File: src/design/lce_pkg.sv
package lce_pkg;

  // Key codes seen on the serial receive side
  localparam logic [7:0] KEY_LIST = 8'h10;  // control-P
  localparam logic [7:0] KEY_KILL = 8'h15;  // control-U
  localparam logic [7:0] KEY_BS   = 8'h08;  // backspace
  localparam logic [7:0] KEY_DEL  = 8'h7F;  // delete
  localparam logic [7:0] KEY_EOF  = 8'h04;  // control-D
  localparam logic [7:0] KEY_CR   = 8'h0D;
  localparam logic [7:0] KEY_LF   = 8'h0A;
  localparam logic [7:0] KEY_NUL  = 8'h00;

  // Command codes
  localparam logic CMD_TYPE = 1'b0;
  localparam logic CMD_READ = 1'b1;

  // Echo kinds
  localparam logic [1:0] ECHO_NONE  = 2'd0;
  localparam logic [1:0] ECHO_CHAR  = 2'd1;
  localparam logic [1:0] ECHO_CRLF  = 2'd2;
  localparam logic [1:0] ECHO_ERASE = 2'd3;

  // Read status codes
  localparam logic [1:0] RS_NONE  = 2'd0;
  localparam logic [1:0] RS_DELIV = 2'd1;
  localparam logic [1:0] RS_EMPTY = 2'd2;
  localparam logic [1:0] RS_EOF   = 2'd3;

  localparam logic [7:0] ERASE_MAX = 8'd255;

  typedef struct packed {
    logic       command;
    logic [7:0] char_in;
    logic       read_first;
  } item_t;

  typedef struct packed {
    logic [1:0] echo_kind;
    logic [7:0] echo_char;
    logic [7:0] erase_count;
    logic [1:0] read_status;
    logic [7:0] read_char;
    logic       line_done;
    logic       list_request;
    logic       dropped;
  } result_t;

endpackage

File: src/design/lce_ram.sv
module lce_ram #(
  parameter int WIDTH = 8,
  parameter int DEPTH = 128
) (
  input  logic                     clk,
  input  logic                     wr_en,
  input  logic [$clog2(DEPTH)-1:0] wr_addr,
  input  logic [WIDTH-1:0]         wr_data,
  input  logic                     rd_en,
  input  logic [$clog2(DEPTH)-1:0] rd_addr,
  output logic [WIDTH-1:0]         rd_data
);

  logic [WIDTH-1:0] mem [DEPTH];

  // Write one entry, read one entry with registered data
  always_ff @(posedge clk) begin
    if (wr_en) begin
      mem[wr_addr] <= wr_data;
    end
    if (rd_en) begin
      rd_data <= mem[rd_addr];
    end
  end

endmodule

File: src/design/lce_edit.sv
module lce_edit
  import lce_pkg::*;
#(
  parameter int BUF_DEPTH = 128
) (
  input  logic                         clk,
  input  logic                         rst,
  input  logic                         exec,
  input  item_t                        cur,
  input  logic [7:0]                   rd_data,
  output logic [$clog2(BUF_DEPTH)-1:0] rd_addr,
  output logic                         wr_en,
  output logic [$clog2(BUF_DEPTH)-1:0] wr_addr,
  output logic [7:0]                   wr_data,
  output result_t                      res
);

  localparam int AW = $clog2(BUF_DEPTH);
  localparam int PW = $clog2(2 * BUF_DEPTH);
  localparam logic [PW:0]   MOD     = (PW + 1)'(2 * BUF_DEPTH);
  localparam logic [PW-1:0] DEPTH_P = PW'(BUF_DEPTH);
  localparam logic [PW-1:0] LAST_P  = PW'(2 * BUF_DEPTH - 1);
  localparam logic [PW-1:0] ZERO_P  = '0;

  logic [PW-1:0] read_ptr, read_ptr_next;
  logic [PW-1:0] commit_ptr, commit_ptr_next;
  logic [PW-1:0] edit_ptr, edit_ptr_next;

  logic [PW-1:0] pending;
  logic [PW-1:0] used;
  logic [PW-1:0] edit_inc;
  logic [7:0]    ch;

  function automatic logic [AW-1:0] slot(input logic [PW-1:0] p);
    logic [PW-1:0] s;
    s = (p >= DEPTH_P) ? (p - DEPTH_P) : p;
    return s[AW-1:0];
  endfunction

  function automatic logic [PW-1:0] ptr_inc(input logic [PW-1:0] p);
    return (p == LAST_P) ? ZERO_P : p + PW'(1);
  endfunction

  function automatic logic [PW-1:0] ptr_dec(input logic [PW-1:0] p);
    return (p == ZERO_P) ? LAST_P : p - PW'(1);
  endfunction

  function automatic logic [PW-1:0] ptr_dist(input logic [PW-1:0] hi,
                                             input logic [PW-1:0] lo);
    logic [PW-1:0] d;
    d = hi - lo;
    if (hi < lo) begin
      d = d + MOD[PW-1:0];
    end
    return d;
  endfunction

  assign pending  = ptr_dist(edit_ptr, commit_ptr);
  assign used     = ptr_dist(edit_ptr, read_ptr);
  assign edit_inc = ptr_inc(edit_ptr);
  assign ch       = (cur.char_in == KEY_CR) ? KEY_LF : cur.char_in;

  // Present the read slot; the sequencer enables it when the item is taken
  assign rd_addr = slot(read_ptr);
  assign wr_addr = slot(edit_ptr);
  assign wr_data = ch;

  // Decode the item and work out pointer moves and the result
  always_comb begin
    res             = '0;
    wr_en           = 1'b0;
    read_ptr_next   = read_ptr;
    commit_ptr_next = commit_ptr;
    edit_ptr_next   = edit_ptr;
    if (cur.command == CMD_TYPE) begin
      priority if (cur.char_in == KEY_LIST) begin
        res.list_request = 1'b1;
      end else if (cur.char_in == KEY_KILL) begin
        if (pending != ZERO_P) begin
          res.echo_kind   = ECHO_ERASE;
          res.erase_count = (int'(pending) > 255) ? ERASE_MAX : 8'(pending);
          edit_ptr_next   = commit_ptr;
        end
      end else if (cur.char_in == KEY_BS || cur.char_in == KEY_DEL) begin
        if (pending != ZERO_P) begin
          res.echo_kind   = ECHO_ERASE;
          res.erase_count = 8'd1;
          edit_ptr_next   = ptr_dec(edit_ptr);
        end
      end else if (cur.char_in != KEY_NUL) begin
        if (used >= DEPTH_P) begin
          res.dropped = 1'b1;
        end else begin
          if (ch == KEY_LF) begin
            res.echo_kind = ECHO_CRLF;
          end else begin
            res.echo_kind = ECHO_CHAR;
            res.echo_char = ch;
          end
          wr_en         = exec;
          edit_ptr_next = edit_inc;
          // Commit on newline, end of file or a store that is now full
          if (ch == KEY_LF || ch == KEY_EOF || used == DEPTH_P - PW'(1)) begin
            commit_ptr_next = edit_inc;
          end
        end
      end else begin
        // Ignore a zero byte: keep the all-zero result
      end
    end else begin
      if (read_ptr == commit_ptr) begin
        res.read_status = RS_EMPTY;
      end else if (rd_data == KEY_EOF) begin
        res.read_status = RS_EOF;
        // Consume control-D only on the first byte of a read call
        if (cur.read_first) begin
          read_ptr_next = ptr_inc(read_ptr);
        end
      end else begin
        res.read_status = RS_DELIV;
        res.read_char   = rd_data;
        res.line_done   = (rd_data == KEY_LF);
        read_ptr_next   = ptr_inc(read_ptr);
      end
    end
  end

  // Advance the pointers once per item
  always_ff @(posedge clk) begin
    if (rst) begin
      read_ptr   <= '0;
      commit_ptr <= '0;
      edit_ptr   <= '0;
    end else if (exec) begin
      read_ptr   <= read_ptr_next;
      commit_ptr <= commit_ptr_next;
      edit_ptr   <= edit_ptr_next;
    end
  end

endmodule

File: src/design/console_line_editor_buffer.sv
// Console line editor: canonical line discipline over a circular byte store.
// Command channel: drive item and raise start; the item is taken at a clock
// edge where start is high and busy is low. item.command selects a typed
// character (edit, echo, store, commit) or a one-byte read of committed text.
// Result channel: done is high for exactly one cycle with result valid; the
// receiver cannot hold it off, so it must sample result whenever done is high.
// Sequencing: result and done are registered at the end of the execute state
// (ST_EXEC) that follows the taking of an item. busy is high in ST_EXEC,
// the state entered on acceptance, so no new item is taken while one executes; a new
// item may be taken in the cycle that done shows the previous result.
// The read of the byte store is registered: the slot under the read pointer
// is read as the item is taken, and in ST_EXEC the item is decoded, the store
// is written and the pointers move.
// Reset (rst, synchronous) clears the three pointers, busy and done; store
// contents are left as they are, and are only read once written.
module console_line_editor_buffer
  import lce_pkg::*;
#(
  parameter int BUF_DEPTH = 128
) (
  input  logic    clk,
  input  logic    rst,
  input  logic    start,
  input  item_t   item,
  output logic    busy,
  output logic    done,
  output result_t result
);

  localparam int AW = $clog2(BUF_DEPTH);

  localparam logic ST_IDLE = 1'b0;
  localparam logic ST_EXEC = 1'b1;

  logic           state;
  logic           accept;
  item_t          cur;
  result_t        res;
  logic [7:0]     rd_data;
  logic [AW-1:0]  rd_addr;
  logic           wr_en;
  logic [AW-1:0]  wr_addr;
  logic [7:0]     wr_data;

  assign busy   = (state == ST_EXEC);
  assign accept = start && !busy;

  // Sequence: take an item, then execute it in the following cycle
  always_ff @(posedge clk) begin
    if (rst) begin
      state <= ST_IDLE;
      done  <= 1'b0;
    end else begin
      done <= (state == ST_EXEC);
      unique case (state)
        ST_IDLE: if (accept) state <= ST_EXEC;
        ST_EXEC: state <= ST_IDLE;
        default: state <= ST_IDLE;
      endcase
    end
  end

  // Hold the taken item and register the result
  always_ff @(posedge clk) begin
    if (accept) begin
      cur <= item;
    end
    if (state == ST_EXEC) begin
      result <= res;
    end
  end

  lce_ram #(
    .WIDTH (8),
    .DEPTH (BUF_DEPTH)
  ) u_ram (
    .clk     (clk),
    .wr_en   (wr_en),
    .wr_addr (wr_addr),
    .wr_data (wr_data),
    .rd_en   (accept),
    .rd_addr (rd_addr),
    .rd_data (rd_data)
  );

  lce_edit #(
    .BUF_DEPTH (BUF_DEPTH)
  ) u_edit (
    .clk     (clk),
    .rst     (rst),
    .exec    (state == ST_EXEC),
    .cur     (cur),
    .rd_data (rd_data),
    .rd_addr (rd_addr),
    .wr_en   (wr_en),
    .wr_addr (wr_addr),
    .wr_data (wr_data),
    .res     (res)
  );

endmodule

File: config.mk
export PLATFORM = sky130hd
export DESIGN_NAME = console_line_editor_buffer
export DESIGN_NICKNAME = d
export VERILOG_FILES = /design/src/design/lce_pkg.sv /design/src/design/lce_ram.sv /design/src/design/lce_edit.sv /design/src/design/console_line_editor_buffer.sv
export SDC_FILE = /design/constraint.sdc
export NUM_CORES = 1
export LEC_CHECK = 0
export BUFFER_PORTS_ARGS = -buffer_cell sky130_fd_sc_hd__buf_2
export CELL_PAD_IN_SITES_DETAIL_PLACEMENT = 1
export CELL_PAD_IN_SITES_GLOBAL_PLACEMENT = 1
export CORE_MARGIN = 2
export CORE_UTILIZATION = 45
export DETAILED_ROUTE_END_ITERATION = 8
export PLACE_DENSITY_LB_ADDON = 0.25
export SLEW_MARGIN = 15
export SYNTH_ARGS = -nofsm -noshare
export SYNTH_HDL_FRONTEND = slang
export SYNTH_SLANG_ARGS = --single-unit
File: constraint.sdc
create_clock -name clk -period 13.3 [get_ports clk]
set_input_delay 0.665 -clock clk [delete_from_list [all_inputs] [get_ports clk]]
set_output_delay 0.665 -clock clk [all_outputs]
set_load 0.005 [all_outputs]
======== Yosys cells after proc, flatten, opt, wreduce, memory -nomap -nowiden ========
Memories as Yosys holds them, arrays and structs flattened. A register that Yosys moved wholly into a read port is not among the register bits.
Cells that the tools add are included.
word-level totals
  register bits ........................... 67
  latch bits .............................. 0
  bits in writable memories ............... 1024
  bits in read-only memories .............. 0
  bits of input ports ..................... 13
  memories kept ........................... 1
memories
  name       depth  bits a word  rd ports  clocked after memory_dff  wr ports  RTL line       source
  u_ram.mem  128    8            1         1                         1         lce_ram.sv:14  logic [WIDTH-1:0] mem [DEPTH];
cells by class
  add/sub/neg operators ................... 7
  $mul .................................... 0
  div/mod/pow operators ................... 0
  $lt $le $gt $ge ......................... 3
  eq/ne operators ......................... 17
  shift-type cells ........................ 0
  mux-type cells .......................... 39
  bitwise gates (word level) .............. 8
  reduce and logical (&&, ||, !) cells .... 17
operators by type and width
  operator             count
  $mux 8               15
  $eq 8x4->1 const B   4
  $ge 8x8->1 const B   3
  $mux 10              2
  $add 8x1->8 const B  2
  $eq 8x3->1 const B   2
  $eq 8x5->1 const B   2
  $eq 8x7->1 const B   2
  $eq 8x8->1 const B   2
  $reduce_bool 8->1    2
  $sub 8x8->8          2
  $mux 7               2
  $sub 7x1->7 const B  2
  $mux 1               13
  $mux 2               6
  $eq 8x8->1           1
  $logic_not 8->1      1
  $not 1->1            8
  $reduce_and 8->1     1
  $sub 8x1->8 const B  1
  $reduce_and 7->1     1
  $reduce_or 7->1      1
  $reduce_or 5->1      1
  $ne 2x2->1 const B   2
  other kinds (10)     13

======== Logic depth before layout (Yosys ltp) ========
Gate-level depths: netlist of run 1.
  word-level depth ........................ 10
  depth in mapped cells ................... 14

======== Hierarchy ========
A second synthesis of run 1 with hierarchy kept.
second synthesis, totals
  cell total of the unflattened synthesis .. 2064
  area total of the unflattened synthesis .. 43852.1 sq um
modules (own cells, without submodules)
  module                      instances  cells an instance  area an instance (sq um)  sequential area each (sq um)
  lce_ram                     1          1635               39745.6                   30989.7
  lce_edit                    1          383                2807.7                    480.5
  console_line_editor_buffer  1          46                 1298.7                    1271.2

======== Worst setup path before layout of run 1 ========
No wires, ideal clock.
  path type ............................... reg-to-reg
  start ................................... reg, netlist name cur[8]
  end ..................................... mem u_ram.mem[0][0], data pin
  arrival time ............................ 5.950 ns
  path slack .............................. 6.102 ns
  stages on the path, launching flop included .. 5
  buffers on the path ..................... 1
  clock period less this slack ............ 7.198 ns
  cell sequence ........................... edfxtp_1 buf_2 or3b_1 nor2_1 a21boi_0
on the way
  longest elaborated chain between the ends .. 2
ends and longest elaborated chain
  item                   RTL line        source
  $eq 8x4->1             lce_edit.sv:61  assign ch = (cur.char_in == KEY_CR) ? KEY_LF : cur.char_in;
  $mux 8                 lce_edit.sv:61
  via u_edit.wr_data[0]  lce_edit.sv:14  output logic [7:0] wr_data,
  to (decl)              lce_ram.sv:14
The timed path passes the listed nets, and every way through them passes these cells.

======== Worst setup path in the final report of run 1 ========
  start ................................... reg, netlist name cur[6]
  end ..................................... mem u_ram.mem[31][4] (enable)
on the way
  longest elaborated chain between the ends .. 8
  elaborated cells between the ends (all ways) .. 13
  those cells by class .................... eq/ne: 4; mux: 7; reduce/logical: 2
ends and longest elaborated chain
  item                                             RTL line                        source
  $reduce_bool 8->1, or another cell as far along  lce_edit.sv:90                  end else if (cur.char_in != KEY_NUL) begin
  $mux 1 or $logic_or 1x1->1 (tied branches)       lce_edit.sv:90, lce_edit.sv:84
  $mux 1                                           lce_edit.sv:84                  end else if (cur.char_in == KEY_BS || cur.char_in == KEY_DEL) begin
  $mux 1                                           lce_edit.sv:78                  end else if (cur.char_in == KEY_KILL) begin
  $mux 1 *                                         lce_edit.sv:76                  priority if (cur.char_in == KEY_LIST) begin
  $mux 1 *                                         lce_edit.sv:75                  if (cur.command == CMD_TYPE) begin
  $mux 1 *                                         lce_ram.sv:18                   if (wr_en) begin
  $mux 1 (not written as such) *                   lce_ram.sv:19                   mem[wr_addr] <= wr_data;
Every way passes the cells marked *; elsewhere a longest branch is shown, timed or not.

==> results of run 1 <==
[cell usage in the layout (no fill, tap or decap), drive strengths merged, types with 5 or more instances in the layout]
cell	instances
nand3	27
nor3	14
o221ai	7
or3	9
mux2	6
buf	79
a211oi	14
and2	16
nand2	51
o21ai	20
a221oi	9
xor2	16
nor2b	13
a31oi	7
a21o	5
bufinv	11
a2111oi	6
clkinv	61
mux2i	36
inv	23
dfxtp	26
ha	19
nor4	6
a22oi	17
nor2	182
a21oi	41
nand4	16
clkbuf	127
and3	7
edfxtp	1073
clkinvlp	7
mux4	295
xnor2	16
[cell families after synthesis]
| kind of cell | Yosys count | share of synthesized area |
|---|---|---|
| buffers and inverters | 140 | 0.0148 |
| adders and majority gates | 21 | 0.00633 |
| DFF | 1099 | 0.747 |
| and+or+nand+nor | 362 | 0.0387 |
| AOI/OAI and AO/OA | 160 | 0.0257 |
| muxes | 337 | 0.161 |
| xor gates and xnor gates | 32 | 0.00656 |
[registers in the layout (all words and copies together), names as in the netlist]
name and cells:
u_edit.commit_ptr 8, u_edit.read_ptr 8, u_edit.edit_ptr 8, cur 10
busy 1, done 1, u_ram.rd_data 8, result 31
u_ram.mem 1024
[power by group]
part / internal (mW) / switching [mW] / leakage, nW / total [mW]
clock network: 1.78 / 1.33 / 1.78 / 3.11
logic: 0.0420 / 0.144 / 3.34 / 0.186
registers: 3.82 / 0.0163 / 9.88 / 3.83
[area by class of cell]
cell class,count,share of cell area
Tap cell,1276,0.0325
Clock inverter,81,0.0152
Antenna cell,1,0.0000509
Clock buffer,127,0.0591
Multi-Input combinational cell,912,0.215
Timing Repair Buffer,79,0.0103
Sequential cell,1099,0.667
Inverter,21,0.00163
[path summary, 6_finish.rpt]
check	start	endpoint	slack, ns	cells after the start
max reg2reg	cur[6]	u_ram.mem[31][4]	8.41	9
max	cur[6]	u_ram.mem[31][4]	8.41	9
min	item[0]	cur[0]	0.15	1
min reg2reg	u_edit.commit_ptr[3]	u_edit.commit_ptr[3]	0.59	2
[metal layers]
layer / routed length [um] / track usage / vias up
met5: 27 / 0 / -
met1: 47000 / 0.323 / 11700
met4: 4490 / 0.0918 / 4
met3: 8160 / 0.0481 / 201
met2: 53400 / 0.358 / 864
li1: - / - / 9063
[worst max-delay path: stages (launching register included)]
cell and delay [ns]:
edfxtp_1 0.34, buf_4 0.42, buf_4 0.85, or3_1 0.30, nor4_4 0.07, or2_2 0.36, a2111oi_2 0.30, buf_4 0.35
nand4_1 0.47, nor2_1 0.85
==> results.ini, run 1 <==
[run_status]
outcome=complete, no violations

[placement]
port_buffers=45
routabilityCongestion=0.874
dp.cells=3387
placed_area_mm2=0.0455
dpl_worst_slack_ns=8.37
dp_hpwl_um=68600

[sta]
worst_pin_slew_ns=1.22
hold_viol=0
setup_tns_ns=0
finalCritPeriodShare=0.368
fin_skew_ns=0.0400
rsz0062_at_grt=no
worst_slack_ns=8.41
drv_slew=0
slew_headroom=0.187
worst_hold_slack_ns=0.151
fmax_mhz=204
min_period_ns=4.89
setup_viol=0

[cells_and_area]
multi_input_area_mm2=0.0105
seqCellArea_mm2=0.0328
final_cells=3596
drive_gt1_frac=0.251
layout.nets=2259
final_cell_area_mm2=0.0491
fin_util=0.509
syn2layout_area_growth_pct=12.0
fillers=8487

[clock_network]
clockBufferDepth=3
cts_tree=yes
ctsHoldBuffers=0
cts_buffers=112
cts_root_buffer=clkbuf_16
cts_sinks=1099
cts_resized=0
htree_levels=3
post_cts_buffers=0
path_clk_slew_ns=0.07
worstSkewPairLatency_ns=0.70

[global_route]
grt_antenna_before_repair=5
track_usage=0.231
grt_pass1_wl_um=165000
grt_max_degree=119
overflow=0
grt_pass1_vias=22600

[worst_setup_path]
crit_fanout=88
startpoint_type=register
arrival_ns=5.19
end_kind=register
cp.required_ns=13.60
crit_type=register to register

[floorplanning]
die_area_mm2=0.100
io_pins=46
core_area_mm2=0.0966
placementRows=114
die_y_um=316
die_w_um=316
start_util=0.454

[power_and_ir_drop]
powerDensity_mw_per_mm2=145
p_leak_nw=15.0
ir_drop_mv=0.101
p_total_mw=7.13

[synth]
syn_area_per_cell_um2=20.4
ys_seq_area_frac=0.747
synth.largest_area_cell=edfxtp_1
synthFlopType=edfxtp_1
synth_cell_type_count=78
yosysWarnings=0
yosysMostFrequentCell=edfxtp_1
ys_async_sr_fraction=0
ys_ff_latch=1099
synth-edff-count=1073
synth_common_cells=edfxtp_1 (1073), mux4_2 (295), nor2_1 (181)
syn-instance-count=2151
netlist_area_mm2=0.0439
synth_area_leaders=edfxtp_1 (73%), mux4_2 (15%), nor2_1 (1.5%)
syn_nets=2185
synth_top_area_frac=0.735

[drt]
drc_errors=0
post_drt_via_cell_ratio=6.07
postRouteAntennaNets=0
wl_per_cell_um=31.4
drt-pass1-iter-count=5
detail_route.iter0.violations=2448
routed_wl_um=113000
vias=21800

[worst_hold_path]
hold_path.class=input pin to register

[run]
drv_cap=0

Note: power is estimated with default switching activity, not from simulation.
==> run 2, diff against run 1 <==
Clock period 13.3 ns to 4.95 ns, I/O delays scaled along.
==> run 2 against run 1 <==
Compared with the run above: clock power grew to 2.7 times the previous value; clock skew shrank 0.0084 ns; sequential power grew to 2.7 times the previous value; hold slack gained 0.045 ns; fmax grew 19%; die area is the same; clock-buffer cell count grew 9; cell area grew 1.2%; combinational power grew to 3.0 times the previous value; total power grew to 2.7 times the previous value; critical path depth is the same.
==> results.ini, run 2 (synthesis results as in run 1) <==
[run_status]
outcome=complete, no violations  ; unchanged

[worst_setup_path]
end_kind=register  ; unchanged
crit_type=register to register  ; unchanged
startpoint_type=register  ; unchanged
arrival_ns=4.42  ; was 5.19 ns
crit_fanout=13  ; was 88
cp.required_ns=5.26  ; was 13.60 ns
ff2ff_path_depth=9  ; unchanged

[clock_network]
ctsHoldBuffers=11  ; was 0
htree_levels=3  ; unchanged
cts_sinks=1099  ; unchanged
path_clk_slew_ns=0.06  ; was 0.07 ns
clockBufferDepth=3  ; unchanged
cts_buffers=110  ; was 112
cts_tree=yes  ; unchanged
worstSkewPairLatency_ns=0.69  ; was 0.70 ns
cts_root_buffer=clkbuf_16  ; unchanged
cts_resized=0  ; unchanged
post_cts_buffers=0  ; unchanged

[sta]
rsz0062_at_grt=no  ; unchanged
min_period_ns=4.11  ; was 4.89 ns
finalCritPeriodShare=0.831  ; was 0.368
hold_viol=0  ; unchanged
worst_pin_slew_ns=1.10  ; was 1.22 ns
setup_viol=0  ; unchanged
fin_skew_ns=0.0316  ; was 0.0400 ns
fmax_mhz=243  ; was 204 MHz
worst_slack_ns=0.838  ; was 8.41 ns
drv_slew=0  ; unchanged
slew_headroom=0.261  ; was 0.187

[drt]
vias=22200  ; was 21800
wl_per_cell_um=31.4  ; about the same
detail_route.iter0.violations=2411  ; was 2448
post_drt_via_cell_ratio=6.07  ; about the same
routed_wl_um=115000  ; was 113000 um
postRouteAntennaNets=0  ; unchanged
drc_errors=0  ; unchanged
drt-pass1-iter-count=7  ; was 5

[power_and_ir_drop]
p_leak_nw=15.4  ; was 15.0 nW
powerDensity_mw_per_mm2=388  ; was 145 mW/mm^2
ir_drop_mv=0.266  ; was 0.101 mV
p_total_mw=19.3  ; was 7.13 mW

[global_route]
grt_pass1_vias=23000  ; was 22600
grtUsageMet1=0.342  ; was 0.323
overflow=0  ; unchanged
grt_pass1_wl_um=169000  ; was 165000 um
grt_antenna_before_repair=0  ; was 5
grt_max_degree=92  ; was 119
track_usage=0.235  ; was 0.231
gr-usage-met3=0.0382  ; was 0.0481
met2_usage=0.364  ; was 0.358
busiest_layer=met2  ; unchanged

[cells_and_area]
syn2layout_area_growth_pct=13.4  ; was 12.0%
top_register=u_ram.mem  ; unchanged
drive_gt1_frac=0.265  ; was 0.251
largest_reg_flops=1024  ; unchanged
final_common_cell=edfxtp_1  ; unchanged
layout.nets=2325  ; was 2259
diodes=0  ; was 1
reg.largest.list=u_ram.mem: 1024 flops, result: 31 flops, cur: 10 flops  ; unchanged
final_cell_mix=edfxtp_1 (1073), mux4_2 (295), nor2_1 (181)  ; unchanged

[placement]
port_buffers=45  ; unchanged
dpl_worst_slack_ns=0.877  ; was 8.37 ns
routabilityCongestion=0.872  ; was 0.874
dp_hpwl_um=70100  ; was 68600 um

[floorplanning]
placementRows=114  ; unchanged
die_y_um=316  ; unchanged
start_util=0.454  ; unchanged
core_area_mm2=0.0966  ; unchanged
die_w_um=316  ; unchanged
io_pins=46  ; unchanged
die_area_mm2=0.100  ; unchanged

[run]
drv_cap=0  ; unchanged

[worst_hold_path]
worstHoldPathCells=2  ; was 1
hold_path.class=input pin to register  ; unchanged

## run 2: changes by cell type in the layout (fill, tap and decap cells not counted), sizes merged
cell         previous run  this run
bufinv                 11        15
dlygate4sd3             0        11
clkbuf                127       136
inv                    23        22
clkinv                 61        46
buf                    79       136
diode                   1         0
## run 2: cell type report
class / instances / area [um^2]
tap: 1276 / 1600
timing repair buffer: 147 / 1100
fill: 8548 / 46900
clock buffer: 136 / 2890
multi-input combinational: 912 / 10500
inverter: 21 / 80.1
sequential: 1099 / 32800
clock inverter: 69 / 759
## run 2: metal layers
| layer | vias to the layer above | share of wire |
|---|---|---|
| met5 | - | 0 |
| met2 | 865 | 0.47 |
| met1 | 12000 | 0.43 |
| met3 | 189 | 0.064 |
| met4 | 0 | 0.031 |
| li1 | 9185 | - |
## run 2: path summary, 6_finish.rpt
check	startpoint	endpoint	slack (ns)
worst min-delay path	start	u_ram.rd_data[0]	0.20
worst max-delay path	u_edit.read_ptr[4]	u_ram.mem[31][0]	0.84
worst min register to register	u_edit.commit_ptr[3]	u_edit.commit_ptr[3]	0.56
worst max register to register	u_edit.read_ptr[4]	u_ram.mem[31][0]	0.84
## run 2: stage by stage
stage	hold slack [ns]	util	TNS [ns]	std cells	cell area, um^2
3_3_place_gp	0.428	0.476	0	3443	45900
2_1_floorplan	0.319	-	-20.29	2151	43900
4_1_cts	0.168	0.515	0	3659	49700
5_1_grt	0.231	0.515	0	3660	49700
6_report	0.196	0.515	0	3660	49700
3_5_place_dp	0.428	0.476	0	3443	45900
## run 2: power breakdown
group,internal [mW],switching (mW)
Sequential,10.2,0.0238
Clock,4.93,3.53
Combinational,0.131,0.419
## run 2: worst max-delay path: stages, from the launching register on
cell	delay, ns
dfxtp_1	0.54
inv_1	0.12
ha_1	0.36
a211oi_1	0.23
o21bai_1	0.13
or3_1	0.34
a2111oi_2	0.37
buf_4	0.36
nand4_1	0.49
nor2_1	0.76
